### src/iir_direct_form_filter_macros.svh
// Assertion macros shared by the filter modules.
`ifndef IIR_DIRECT_FORM_FILTER_MACROS_SVH
`define IIR_DIRECT_FORM_FILTER_MACROS_SVH

// Same-cycle implication, clocked on clk, off during reset.
`define IIR_ASSERT_NOW(label, ante, cons, msg) \
    label: assert property (@(posedge clk) disable iff (!rst_n) (ante) |-> (cons)) \
        else $error(msg);

// Next-cycle implication, clocked on clk, off during reset.
`define IIR_ASSERT_NEXT(label, ante, cons, msg) \
    label: assert property (@(posedge clk) disable iff (!rst_n) (ante) |=> (cons)) \
        else $error(msg);

`endif

### src/iir_dff_pkg.sv
// Shared types and constants for the direct form I IIR filter.
package iir_dff_pkg;

    localparam int COEF_BITS   = 18;
    localparam int ORDER_BITS  = 3;
    localparam int NUM_TAPS    = 4;
    localparam int TAP_W       = 2;
    localparam int REG_ADDR_W  = 5;
    localparam int CFG_DATA_W  = 32;

    typedef logic [2:0]                   reg_idx_t;
    typedef logic signed [COEF_BITS-1:0]  coef_t;
    typedef logic [ORDER_BITS-1:0]        order_t;

    localparam reg_idx_t REG_ORDER = 3'd0;
    localparam reg_idx_t REG_FF0   = 3'd1;
    localparam reg_idx_t REG_FF1   = 3'd2;
    localparam reg_idx_t REG_FF2   = 3'd3;
    localparam reg_idx_t REG_FF3   = 3'd4;
    localparam reg_idx_t REG_FB1   = 3'd5;
    localparam reg_idx_t REG_FB2   = 3'd6;
    localparam reg_idx_t REG_FB3   = 3'd7;

    localparam order_t ORDER_RESET = 3'd1;

    typedef enum logic [3:0] {
        ST_IDLE   = 4'b0001,
        ST_MAC    = 4'b0010,
        ST_DRAIN  = 4'b0100,
        ST_FINISH = 4'b1000
    } state_t;

    typedef struct packed {
        logic clr;
        logic mul_en;
        logic sub;
    } mac_ctrl_t;

endpackage

### src/iir_dff_regs.sv
// APB register file: filter order and feedforward/feedback coefficients.
module iir_dff_regs #(
    parameter int COEF_FRAC_BITS = 14
) (
    input  logic                                  clk,
    input  logic                                  rst_n,
    input  logic                                  psel,
    input  logic                                  penable,
    input  logic                                  pwrite,
    input  logic [iir_dff_pkg::REG_ADDR_W-1:0]    paddr,
    input  logic [iir_dff_pkg::CFG_DATA_W-1:0]    pwdata,
    output logic [iir_dff_pkg::CFG_DATA_W-1:0]    prdata,
    output logic                                  pready,
    output iir_dff_pkg::order_t                   order,
    output logic                                  order_wr,
    output iir_dff_pkg::coef_t                    ff_coeff [iir_dff_pkg::NUM_TAPS],
    output iir_dff_pkg::coef_t                    fb_coeff [iir_dff_pkg::NUM_TAPS]
);

    localparam iir_dff_pkg::coef_t FF0_RESET =
        iir_dff_pkg::coef_t'(iir_dff_pkg::COEF_BITS'(1) << COEF_FRAC_BITS);

    iir_dff_pkg::order_t   order_reg;
    iir_dff_pkg::coef_t    ff_reg [iir_dff_pkg::NUM_TAPS];
    iir_dff_pkg::coef_t    fb_reg [iir_dff_pkg::NUM_TAPS];
    iir_dff_pkg::reg_idx_t idx;
    logic                  wr;

    assign pready   = 1'b1;
    assign idx      = paddr[iir_dff_pkg::REG_ADDR_W-1:2];
    assign wr       = psel && penable && pwrite && pready;
    assign order_wr = wr && (idx == iir_dff_pkg::REG_ORDER);
    assign order    = order_reg;

    always_ff @(posedge clk or negedge rst_n)
    begin
        if (!rst_n)
        begin
            order_reg <= iir_dff_pkg::ORDER_RESET;
            for (int i = 0; i < iir_dff_pkg::NUM_TAPS; i++)
            begin
                ff_reg[i] <= '0;
                fb_reg[i] <= '0;
            end
            ff_reg[0] <= FF0_RESET;
        end
        else if (wr)
        begin
            unique case (idx)
                iir_dff_pkg::REG_ORDER:
                    order_reg <= pwdata[iir_dff_pkg::ORDER_BITS-1:0];
                iir_dff_pkg::REG_FF0, iir_dff_pkg::REG_FF1,
                iir_dff_pkg::REG_FF2, iir_dff_pkg::REG_FF3:
                    ff_reg[iir_dff_pkg::TAP_W'(idx - iir_dff_pkg::REG_FF0)] <=
                        pwdata[iir_dff_pkg::COEF_BITS-1:0];
                iir_dff_pkg::REG_FB1, iir_dff_pkg::REG_FB2, iir_dff_pkg::REG_FB3:
                    fb_reg[iir_dff_pkg::TAP_W'(idx - iir_dff_pkg::REG_FB1 + 3'd1)] <=
                        pwdata[iir_dff_pkg::COEF_BITS-1:0];
            endcase
        end
    end

    always_comb
    begin
        for (int i = 0; i < iir_dff_pkg::NUM_TAPS; i++)
        begin
            ff_coeff[i] = ff_reg[i];
            fb_coeff[i] = fb_reg[i];
        end
    end

    always_comb
    begin
        unique case (idx)
            iir_dff_pkg::REG_ORDER:
                prdata = iir_dff_pkg::CFG_DATA_W'(order_reg);
            iir_dff_pkg::REG_FF0, iir_dff_pkg::REG_FF1,
            iir_dff_pkg::REG_FF2, iir_dff_pkg::REG_FF3:
                prdata = iir_dff_pkg::CFG_DATA_W'(
                    ff_reg[iir_dff_pkg::TAP_W'(idx - iir_dff_pkg::REG_FF0)]);
            iir_dff_pkg::REG_FB1, iir_dff_pkg::REG_FB2, iir_dff_pkg::REG_FB3:
                prdata = iir_dff_pkg::CFG_DATA_W'(
                    fb_reg[iir_dff_pkg::TAP_W'(idx - iir_dff_pkg::REG_FB1 + 3'd1)]);
        endcase
    end

endmodule

### src/iir_dff_hist.sv
// History memory: one entry per past sample holding {x, y}, with per-entry valid bits.
`include "iir_direct_form_filter_macros.svh"

module iir_dff_hist #(
    parameter int SAMPLE_BITS = 16,
    parameter int PTR_W       = 2
) (
    input  logic                          clk,
    input  logic                          rst_n,
    input  logic                          clear,
    input  logic                          wr_en,
    input  logic [PTR_W-1:0]              wr_addr,
    input  logic signed [SAMPLE_BITS-1:0] wr_x,
    input  logic signed [SAMPLE_BITS-1:0] wr_y,
    input  logic [PTR_W-1:0]              rd_addr,
    output logic signed [SAMPLE_BITS-1:0] rd_x,
    output logic signed [SAMPLE_BITS-1:0] rd_y
);

    localparam int DEPTH = 2 ** PTR_W;

    logic [2*SAMPLE_BITS-1:0] mem [DEPTH];
    logic [2*SAMPLE_BITS-1:0] rd_data_reg;
    logic                     rd_valid_reg;
    logic [DEPTH-1:0]         valid_reg;
    logic [DEPTH-1:0]         valid_next;

    always_ff @(posedge clk)
    begin
        if (wr_en)
        begin
            mem[wr_addr] <= {wr_x, wr_y};
        end
        rd_data_reg <= mem[rd_addr];
    end

    always_comb
    begin
        valid_next = valid_reg;
        if (clear)
        begin
            valid_next = '0;
        end
        else if (wr_en)
        begin
            valid_next[wr_addr] = 1'b1;
        end
    end

    always_ff @(posedge clk or negedge rst_n)
    begin
        if (!rst_n)
        begin
            valid_reg    <= '0;
            rd_valid_reg <= 1'b0;
        end
        else
        begin
            valid_reg    <= valid_next;
            rd_valid_reg <= valid_reg[rd_addr];
        end
    end

    // never-written entries read as zero history
    assign rd_x = rd_valid_reg ? rd_data_reg[2*SAMPLE_BITS-1:SAMPLE_BITS] : '0;
    assign rd_y = rd_valid_reg ? rd_data_reg[SAMPLE_BITS-1:0] : '0;

    `IIR_ASSERT_NEXT(a_clear_empties, clear, valid_reg == '0, "history not cleared")

endmodule

### src/iir_dff_mac.sv
// Shared multiply-accumulate unit with rounding and saturation to the sample width.
`include "iir_direct_form_filter_macros.svh"

module iir_dff_mac #(
    parameter int SAMPLE_BITS    = 16,
    parameter int COEF_FRAC_BITS = 14
) (
    input  logic                          clk,
    input  logic                          rst_n,
    input  iir_dff_pkg::mac_ctrl_t        ctrl,
    input  iir_dff_pkg::coef_t            coef,
    input  logic signed [SAMPLE_BITS-1:0] data,
    output logic [SAMPLE_BITS-1:0]        y
);

    localparam int PROD_W = SAMPLE_BITS + iir_dff_pkg::COEF_BITS;
    localparam int ACC_W  = PROD_W + 4;
    localparam int HI_W   = ACC_W - SAMPLE_BITS + 1;
    localparam logic [ACC_W-1:0] HALF_LSB = ACC_W'(1) << (COEF_FRAC_BITS - 1);

    logic signed [PROD_W-1:0] prod_reg;
    logic signed [PROD_W-1:0] prod_next;
    logic                     sub_reg;
    logic                     prod_vld_reg;
    logic signed [ACC_W-1:0]  acc_reg;
    logic signed [ACC_W-1:0]  acc_next;
    logic signed [ACC_W-1:0]  rnd;
    logic signed [ACC_W-1:0]  shifted;
    logic [HI_W-1:0]          hi;

    assign prod_next = PROD_W'(coef) * PROD_W'(data);

    always_ff @(posedge clk)
    begin
        if (ctrl.mul_en)
        begin
            prod_reg <= prod_next;
            sub_reg  <= ctrl.sub;
        end
    end

    always_comb
    begin
        priority if (ctrl.clr)
        begin
            acc_next = '0;
        end
        else if (prod_vld_reg)
        begin
            acc_next = sub_reg ? acc_reg - ACC_W'(prod_reg) : acc_reg + ACC_W'(prod_reg);
        end
        else
        begin
            acc_next = acc_reg;
        end
    end

    always_ff @(posedge clk or negedge rst_n)
    begin
        if (!rst_n)
        begin
            prod_vld_reg <= 1'b0;
            acc_reg      <= '0;
        end
        else
        begin
            prod_vld_reg <= ctrl.mul_en;
            acc_reg      <= acc_next;
        end
    end

    // round half up, floor, then clamp to the sample range
    assign rnd     = acc_reg + signed'(HALF_LSB);
    assign shifted = rnd >>> COEF_FRAC_BITS;
    assign hi      = shifted[ACC_W-1:SAMPLE_BITS-1];

    always_comb
    begin
        priority if ((&hi) || !(|hi))
        begin
            y = shifted[SAMPLE_BITS-1:0];
        end
        else if (shifted[ACC_W-1])
        begin
            y = {1'b1, {(SAMPLE_BITS-1){1'b0}}};
        end
        else
        begin
            y = {1'b0, {(SAMPLE_BITS-1){1'b1}}};
        end
    end

    `IIR_ASSERT_NEXT(a_clr_zeroes_acc, ctrl.clr, acc_reg == '0, "accumulator not cleared")

endmodule

### src/iir_direct_form_filter.sv
// Top level: sequencer for the direct form I IIR filter around a shared MAC and history memory.
//
//  channel | dir | handshake                 | payload
//  s_*     | in  | s_tvalid / s_tready       | s_tdata: sample_in
//  m_*     | out | m_tvalid / m_tready       | m_tdata: sample_out
//  apb     | in  | psel & penable & pwrite   | paddr, pwdata, prdata (pready tied high)
//
// A sample runs through ST_MAC, ST_DRAIN and ST_FINISH before the next is accepted; the single
// multiplier does one product per cycle, two per feedback/feedforward tap pair plus one.
// Reset: histories read as zero, order = 1, ff_coeff_0 = 1.0, other coefficients zero.
// An order write clears both histories. The result register frees the input side; the
// sequencer waits only when a finished result finds the previous one still not taken.
`include "iir_direct_form_filter_macros.svh"

module iir_direct_form_filter #(
    parameter int  MAX_ORDER      = 4,
    parameter int  SAMPLE_BITS    = 16,
    parameter int  COEF_FRAC_BITS = 14,
    localparam int DATA_W         = ((SAMPLE_BITS + 7) / 8) * 8
) (
    input  logic                                 clk,
    input  logic                                 rst_n,
    input  logic                                 psel,
    input  logic                                 penable,
    input  logic                                 pwrite,
    input  logic [iir_dff_pkg::REG_ADDR_W-1:0]   paddr,
    input  logic [iir_dff_pkg::CFG_DATA_W-1:0]   pwdata,
    output logic [iir_dff_pkg::CFG_DATA_W-1:0]   prdata,
    output logic                                 pready,
    input  logic                                 s_tvalid,
    output logic                                 s_tready,
    input  logic [DATA_W-1:0]                    s_tdata,   // [SAMPLE_BITS-1:0] sample_in
    output logic                                 m_tvalid,
    input  logic                                 m_tready,
    output logic [DATA_W-1:0]                    m_tdata    // [SAMPLE_BITS-1:0] sample_out
);

    localparam int PTR_W  = (MAX_ORDER > 1) ? $clog2(MAX_ORDER) : 1;
    localparam int STEP_W = $clog2(2 * MAX_ORDER);

    iir_dff_pkg::state_t    state_reg, state_next;
    logic [STEP_W-1:0]      step_reg, step_next;
    logic [STEP_W-1:0]      last_reg, last_next;
    logic [PTR_W-1:0]       ptr_reg, ptr_next;
    logic signed [SAMPLE_BITS-1:0] x_reg, x_next;
    logic [SAMPLE_BITS-1:0] out_reg, out_next;
    logic                   out_valid_reg, out_valid_next;

    iir_dff_pkg::order_t    order;
    iir_dff_pkg::order_t    taps;
    logic                   order_wr;
    iir_dff_pkg::coef_t     ff_coeff [iir_dff_pkg::NUM_TAPS];
    iir_dff_pkg::coef_t     fb_coeff [iir_dff_pkg::NUM_TAPS];

    logic                   accept;
    logic                   fin_go;
    logic [STEP_W:0]        step_inc;
    logic [iir_dff_pkg::TAP_W-1:0] tap;
    logic [PTR_W-1:0]       rd_addr;
    logic signed [SAMPLE_BITS-1:0] hist_x;
    logic signed [SAMPLE_BITS-1:0] hist_y;
    iir_dff_pkg::mac_ctrl_t mac_ctrl;
    iir_dff_pkg::coef_t     mac_coef;
    logic signed [SAMPLE_BITS-1:0] mac_data;
    logic [SAMPLE_BITS-1:0] y;

    iir_dff_regs #(
        .COEF_FRAC_BITS (COEF_FRAC_BITS)
    ) u_regs (
        .clk      (clk),
        .rst_n    (rst_n),
        .psel     (psel),
        .penable  (penable),
        .pwrite   (pwrite),
        .paddr    (paddr),
        .pwdata   (pwdata),
        .prdata   (prdata),
        .pready   (pready),
        .order    (order),
        .order_wr (order_wr),
        .ff_coeff (ff_coeff),
        .fb_coeff (fb_coeff)
    );

    iir_dff_hist #(
        .SAMPLE_BITS (SAMPLE_BITS),
        .PTR_W       (PTR_W)
    ) u_hist (
        .clk     (clk),
        .rst_n   (rst_n),
        .clear   (order_wr),
        .wr_en   (fin_go),
        .wr_addr (ptr_reg),
        .wr_x    (x_reg),
        .wr_y    (y),
        .rd_addr (rd_addr),
        .rd_x    (hist_x),
        .rd_y    (hist_y)
    );

    iir_dff_mac #(
        .SAMPLE_BITS    (SAMPLE_BITS),
        .COEF_FRAC_BITS (COEF_FRAC_BITS)
    ) u_mac (
        .clk   (clk),
        .rst_n (rst_n),
        .ctrl  (mac_ctrl),
        .coef  (mac_coef),
        .data  (mac_data),
        .y     (y)
    );

    assign s_tready = (state_reg == iir_dff_pkg::ST_IDLE);
    assign accept   = s_tvalid && s_tready;
    assign fin_go   = (state_reg == iir_dff_pkg::ST_FINISH) && (!out_valid_reg || m_tready);
    assign m_tvalid = out_valid_reg;
    assign m_tdata  = DATA_W'(out_reg);

    // order 0 acts as 1, above MAX_ORDER saturates
    always_comb
    begin
        priority if (order == '0)
        begin
            taps = iir_dff_pkg::order_t'(1);
        end
        else if (order > iir_dff_pkg::order_t'(MAX_ORDER))
        begin
            taps = iir_dff_pkg::order_t'(MAX_ORDER);
        end
        else
        begin
            taps = order;
        end
    end

    // step j: 0 -> ff0*x, odd -> ff[tap]*x[n-tap], even -> -fb[tap]*y[n-tap]
    assign step_inc = {1'b0, step_reg} + 1'b1;
    assign tap      = iir_dff_pkg::TAP_W'(step_inc >> 1);
    // read one step ahead; registered data lines up with the odd and even step of a tap
    assign rd_addr  = ptr_reg - PTR_W'(1) - PTR_W'(step_reg >> 1);

    always_comb
    begin
        mac_ctrl.clr    = accept;
        mac_ctrl.mul_en = (state_reg == iir_dff_pkg::ST_MAC);
        mac_ctrl.sub    = (step_reg != '0) && !step_reg[0];
        priority if (step_reg == '0)
        begin
            mac_coef = ff_coeff[0];
            mac_data = x_reg;
        end
        else if (step_reg[0])
        begin
            mac_coef = ff_coeff[tap];
            mac_data = hist_x;
        end
        else
        begin
            mac_coef = fb_coeff[tap];
            mac_data = hist_y;
        end
    end

    always_comb
    begin
        state_next     = state_reg;
        step_next      = step_reg;
        last_next      = last_reg;
        ptr_next       = ptr_reg;
        x_next         = x_reg;
        out_next       = out_reg;
        out_valid_next = out_valid_reg && !m_tready;
        unique case (state_reg)
            iir_dff_pkg::ST_IDLE:
            begin
                if (accept)
                begin
                    x_next     = s_tdata[SAMPLE_BITS-1:0];
                    step_next  = '0;
                    last_next  = STEP_W'({taps - 3'd1, 1'b0});
                    state_next = iir_dff_pkg::ST_MAC;
                end
            end
            iir_dff_pkg::ST_MAC:
            begin
                if (step_reg == last_reg)
                begin
                    state_next = iir_dff_pkg::ST_DRAIN;
                end
                else
                begin
                    step_next = step_reg + 1'b1;
                end
            end
            iir_dff_pkg::ST_DRAIN:
            begin
                state_next = iir_dff_pkg::ST_FINISH;
            end
            iir_dff_pkg::ST_FINISH:
            begin
                if (fin_go)
                begin
                    out_next       = y;
                    out_valid_next = 1'b1;
                    ptr_next       = ptr_reg + 1'b1;
                    state_next     = iir_dff_pkg::ST_IDLE;
                end
            end
            default:
            begin
                state_next = iir_dff_pkg::ST_IDLE;
            end
        endcase
    end

    always_ff @(posedge clk or negedge rst_n)
    begin
        if (!rst_n)
        begin
            state_reg     <= iir_dff_pkg::ST_IDLE;
            step_reg      <= '0;
            last_reg      <= '0;
            ptr_reg       <= '0;
            out_valid_reg <= 1'b0;
        end
        else
        begin
            state_reg     <= state_next;
            step_reg      <= step_next;
            last_reg      <= last_next;
            ptr_reg       <= ptr_next;
            out_valid_reg <= out_valid_next;
        end
    end

    always_ff @(posedge clk)
    begin
        x_reg   <= x_next;
        out_reg <= out_next;
    end

    `IIR_ASSERT_NOW(a_step_bound, state_reg == iir_dff_pkg::ST_MAC, step_reg <= last_reg, "step past last tap")
    `IIR_ASSERT_NEXT(a_ptr_advance, fin_go, ptr_reg == PTR_W'($past(ptr_reg) + 1'b1), "pointer did not advance")
    `IIR_ASSERT_NEXT(a_result_shown, fin_go, m_tvalid && s_tready, "result not presented after finish")

endmodule
### config.mk
export PLATFORM = sky130hd
export DESIGN_NAME = iir_direct_form_filter
export DESIGN_NICKNAME = d
export VERILOG_FILES = /design/src/iir_dff_pkg.sv /design/src/iir_dff_regs.sv /design/src/iir_dff_hist.sv /design/src/iir_dff_mac.sv /design/src/iir_direct_form_filter.sv
export VERILOG_INCLUDE_DIRS = /design/src /design/src/src
export SDC_FILE = /design/constraint.sdc
export NUM_CORES = 2
export LEC_CHECK = 0
export ABC_AREA = 1
export BUFFER_PORTS_ARGS = -buffer_cell sky130_fd_sc_hd__buf_4
export CAP_MARGIN = 40
export CELL_PAD_IN_SITES_DETAIL_PLACEMENT = 2
export CELL_PAD_IN_SITES_GLOBAL_PLACEMENT = 2
export CORE_MARGIN = 4
export CORE_UTILIZATION = 35
export CTS_BUF_LIST = sky130_fd_sc_hd__clkbuf_8
export DETAILED_ROUTE_END_ITERATION = 10
export PLACE_DENSITY = 0.78
export SYNTH_ARGS = -nofsm -noshare
export SYNTH_HDL_FRONTEND = slang
export SYNTH_SLANG_ARGS = --single-unit
### constraint.sdc
create_clock -name clk -period 17.41 [get_ports clk]
set_input_delay 0 -clock clk [delete_from_list [all_inputs] [get_ports clk]]
set_output_delay 0 -clock clk [all_outputs]
set_load 0.02 [all_outputs]
==> reports/metrics.yaml <==
outcome: "finished clean"
via_count: 29738
drt_iter0_markers: 1798
design.die.area_um2: 102300
dieWidth_um: 319.8
post-route-period-util: 0.5687
maxSlewHeadroom: 0.2485
synth.distinct_cells: 54
dp.cells: 5428
slowest_delay_ns: 0.69
gpl.final_weighted_congestion: 0.8517
pin_count: 111
cap_viol_max_count: 0
grt_pass1_vias: 33459
rows: 114
crit_path_end_kind: "register"
crit_slowest_cell: "buf_4"
synth_seq_area_share: 0.3402
report.final.hold_viol_count: 0
root_buffer: "clkbuf_8"
grt_max_degree: 76
dr.pass1.iters: 5
drv_slew: 0
tns_ns: 0
synth_seq_cells: 430
clock_skew_ns: 0.05385
core-area_um2: 96570
port_buffers: 93
synth_enable_flop_cells: 195
max_freq_ghz: 0.1010
synthArstFlopShare: 0.4721
grt_usage: 0.2542
wl_um: 129700
overflow: 0
hpwl_um: 93690
arrival_ns: 10.34
ys.flop_type: "dfrtp_1"
largest-register: "u_hist.mem"
min_path_type: "input port to register"
cts_max_level: 3
cpMostUsedCell: "inv_1"
required_ns: 17.85
syn-instance-count: 4157
cp-start-kind: "register"
wl_per_cell_um: 23.02
die_y_um: 319.8
nNetsFinal: 4783
grt_setup_unrepaired: "no"
final_common_cell: "nand2_1"
final_cell_mix: "nand2_1, inv_1, nor2_1"
clock_path_buffers: 3
post_cts_resized: 0
fin_crit_ns: 9.901
critPathKind: "register to register"
synthesis.area_um2: 34040
detail_route.vias_per_cell: 5.276
syn_to_final_growth_pct: 13.14
fin_util: 0.3988
grt_pass1_wl_um: 201500
seqCellArea_um2: 11580
drive_above_1_share: 0.07821
largest_register_ffs: 128
fill_cells: 10879
numCtsBuffers: 81
setup_viol: 0
final_cells: 5637
multi_input_area_um2: 19310
cts_sinks: 430
path_clk_slew_ns: 0.07
syn_nets: 4647
yosysWarnings: 0
clk_latency_ns: 0.75
drc: 0
worstMarginPinSlew_ns: 1.115
critPathMaxFanout: 63
cts_tree: "built"
start_util: 0.3525
syn_area_per_cell_um2: 8.187
drtAntennaViolNets: 0
antenna_found_initial: 2
synthesized netlist by cell type (3+ instances only):
| master | instances | area share |
|---|---|---|
| o21ai_0 | 359 | 0.053 |
| xnor2_1 | 23 | 0.0059 |
| nand2_2 | 6 | 0.0011 |
| nand3_1 | 165 | 0.024 |
| clkbuf_1 | 90 | 0.0099 |
| inv_2 | 11 | 0.0012 |
| ha_1 | 139 | 0.051 |
| fa_1 | 291 | 0.17 |
| nand4_1 | 17 | 0.0031 |
| buf_4 | 21 | 0.0046 |
| xor2_1 | 60 | 0.015 |
| buf_2 | 30 | 0.0044 |
| nor2_1 | 422 | 0.047 |
| o21ai_2 | 3 | 0.00077 |
| dfxtp_1 | 32 | 0.019 |
| a21o_1 | 4 | 0.00088 |
| a22oi_2 | 3 | 0.0011 |
| nand2_1 | 1015 | 0.11 |
| nand3b_1 | 8 | 0.0018 |
| dfstp_2 | 3 | 0.0023 |
| clkinv_1 | 3 | 0.00033 |
| o221ai_1 | 4 | 0.0010 |
| nor3_1 | 28 | 0.0041 |
| buf_1 | 10 | 0.0011 |
| o21ai_1 | 6 | 0.00088 |
| mux2i_1 | 37 | 0.011 |
| edfxtp_1 | 195 | 0.17 |
| o2111ai_1 | 3 | 0.00077 |
| a21boi_0 | 4 | 0.00088 |
| o21bai_1 | 14 | 0.0031 |
| a22oi_1 | 13 | 0.0029 |
| inv_1 | 652 | 0.072 |
| dfrtp_1 | 200 | 0.15 |
| a21oi_1 | 125 | 0.018 |
| or2_2 | 37 | 0.0068 |
| nor2_2 | 4 | 0.00074 |
| nor4_1 | 7 | 0.0013 |
| o22ai_1 | 4 | 0.00074 |
| o211ai_1 | 84 | 0.019 |
| o21a_1 | 6 | 0.0013 |
what timing repair did:
item	CTS	global route
hold buffers	58	0
setup buffers	0	0
hold endpoints to repair	263	0
through the flow:
stage	instance area, um2	hold slack (ns)	setup slack, ns
detailed placement	36230	0.03722	7.587
global route	38510	0.000004552	6.859
CTS	38500	0.001734	7.505
floorplan	34040	-0.2956	10.30
finish	38510	0.02189	7.509
global placement	36040	0.03251	7.904
layout make-up:
type | count | share of cell area
Antenna cell | 1 | 0.00006499
Clock buffer | 93 | 0.03324
Clock inverter | 57 | 0.01020
Timing Repair Buffer | 206 | 0.04789
Multi-Input combinational cell | 2908 | 0.5015
Tap cell | 1276 | 0.04146
Inverter | 666 | 0.06492
Sequential cell | 430 | 0.3008
logic make-up after synthesis:
group,count (synthesis),share of synthesized area
AND/OR/NAND/NOR,1717,0.2044
buffers and inverters,819,0.09418
AO/OA/AOI/OAI,638,0.1057
adder cells (fa/ha/maj),430,0.2223
flip-flops,430,0.3402
XOR/XNOR,85,0.02231
multiplexers,37,0.01088
other,1,0.0001102
worst paths after layout:
path / to / from / depth (start not counted) / slack (ns)
max: u_mac.prod_reg[33]$_DFFE_PP_ / step_reg[0]$_DFFE_PN0P_ / 32 / 7.51
min reg2reg: u_regs.ff_coeff[7]$_DFFE_PN0P_ / u_regs.ff_coeff[7]$_DFFE_PN0P_ / 2 / 0.49
min: x_reg[4]$_DFFE_PP_ / s_tdata[4] / 2 / 0.02
min in group asynchronous: state_reg[0]$_DFFE_PN1P_ / rst_n / 3 / 0.38
max in group asynchronous: u_regs.ff_coeff[33]$_DFFE_PN0P_ / rst_n / 7 / 15.75
max reg2reg: u_mac.prod_reg[33]$_DFFE_PP_ / step_reg[0]$_DFFE_PN0P_ / 32 / 7.51
critical path, delay by kind of cell, from the launching register on:
| family | cells | cell delay (ns) |
|---|---|---|
| adder cells (fa/ha/maj) | 8 | 3.98 |
| buffers and inverters | 10 | 2.19 |
| AND/OR/NAND/NOR | 10 | 1.61 |
| AO/OA/AOI/OAI | 4 | 1.12 |
| flip-flops | 1 | 0.63 |
per-layer routing:
layer / share of wire / global-route usage
met5: 0 / 0
met2: 0.50 / 0.4480
met4: 0.028 / 0.07635
met3: 0.036 / 0.02613
met1: 0.44 / 0.3300
Power is not shown: default switching activity piles up to over one toggle a cycle in this logic, so the estimate is an artifact.
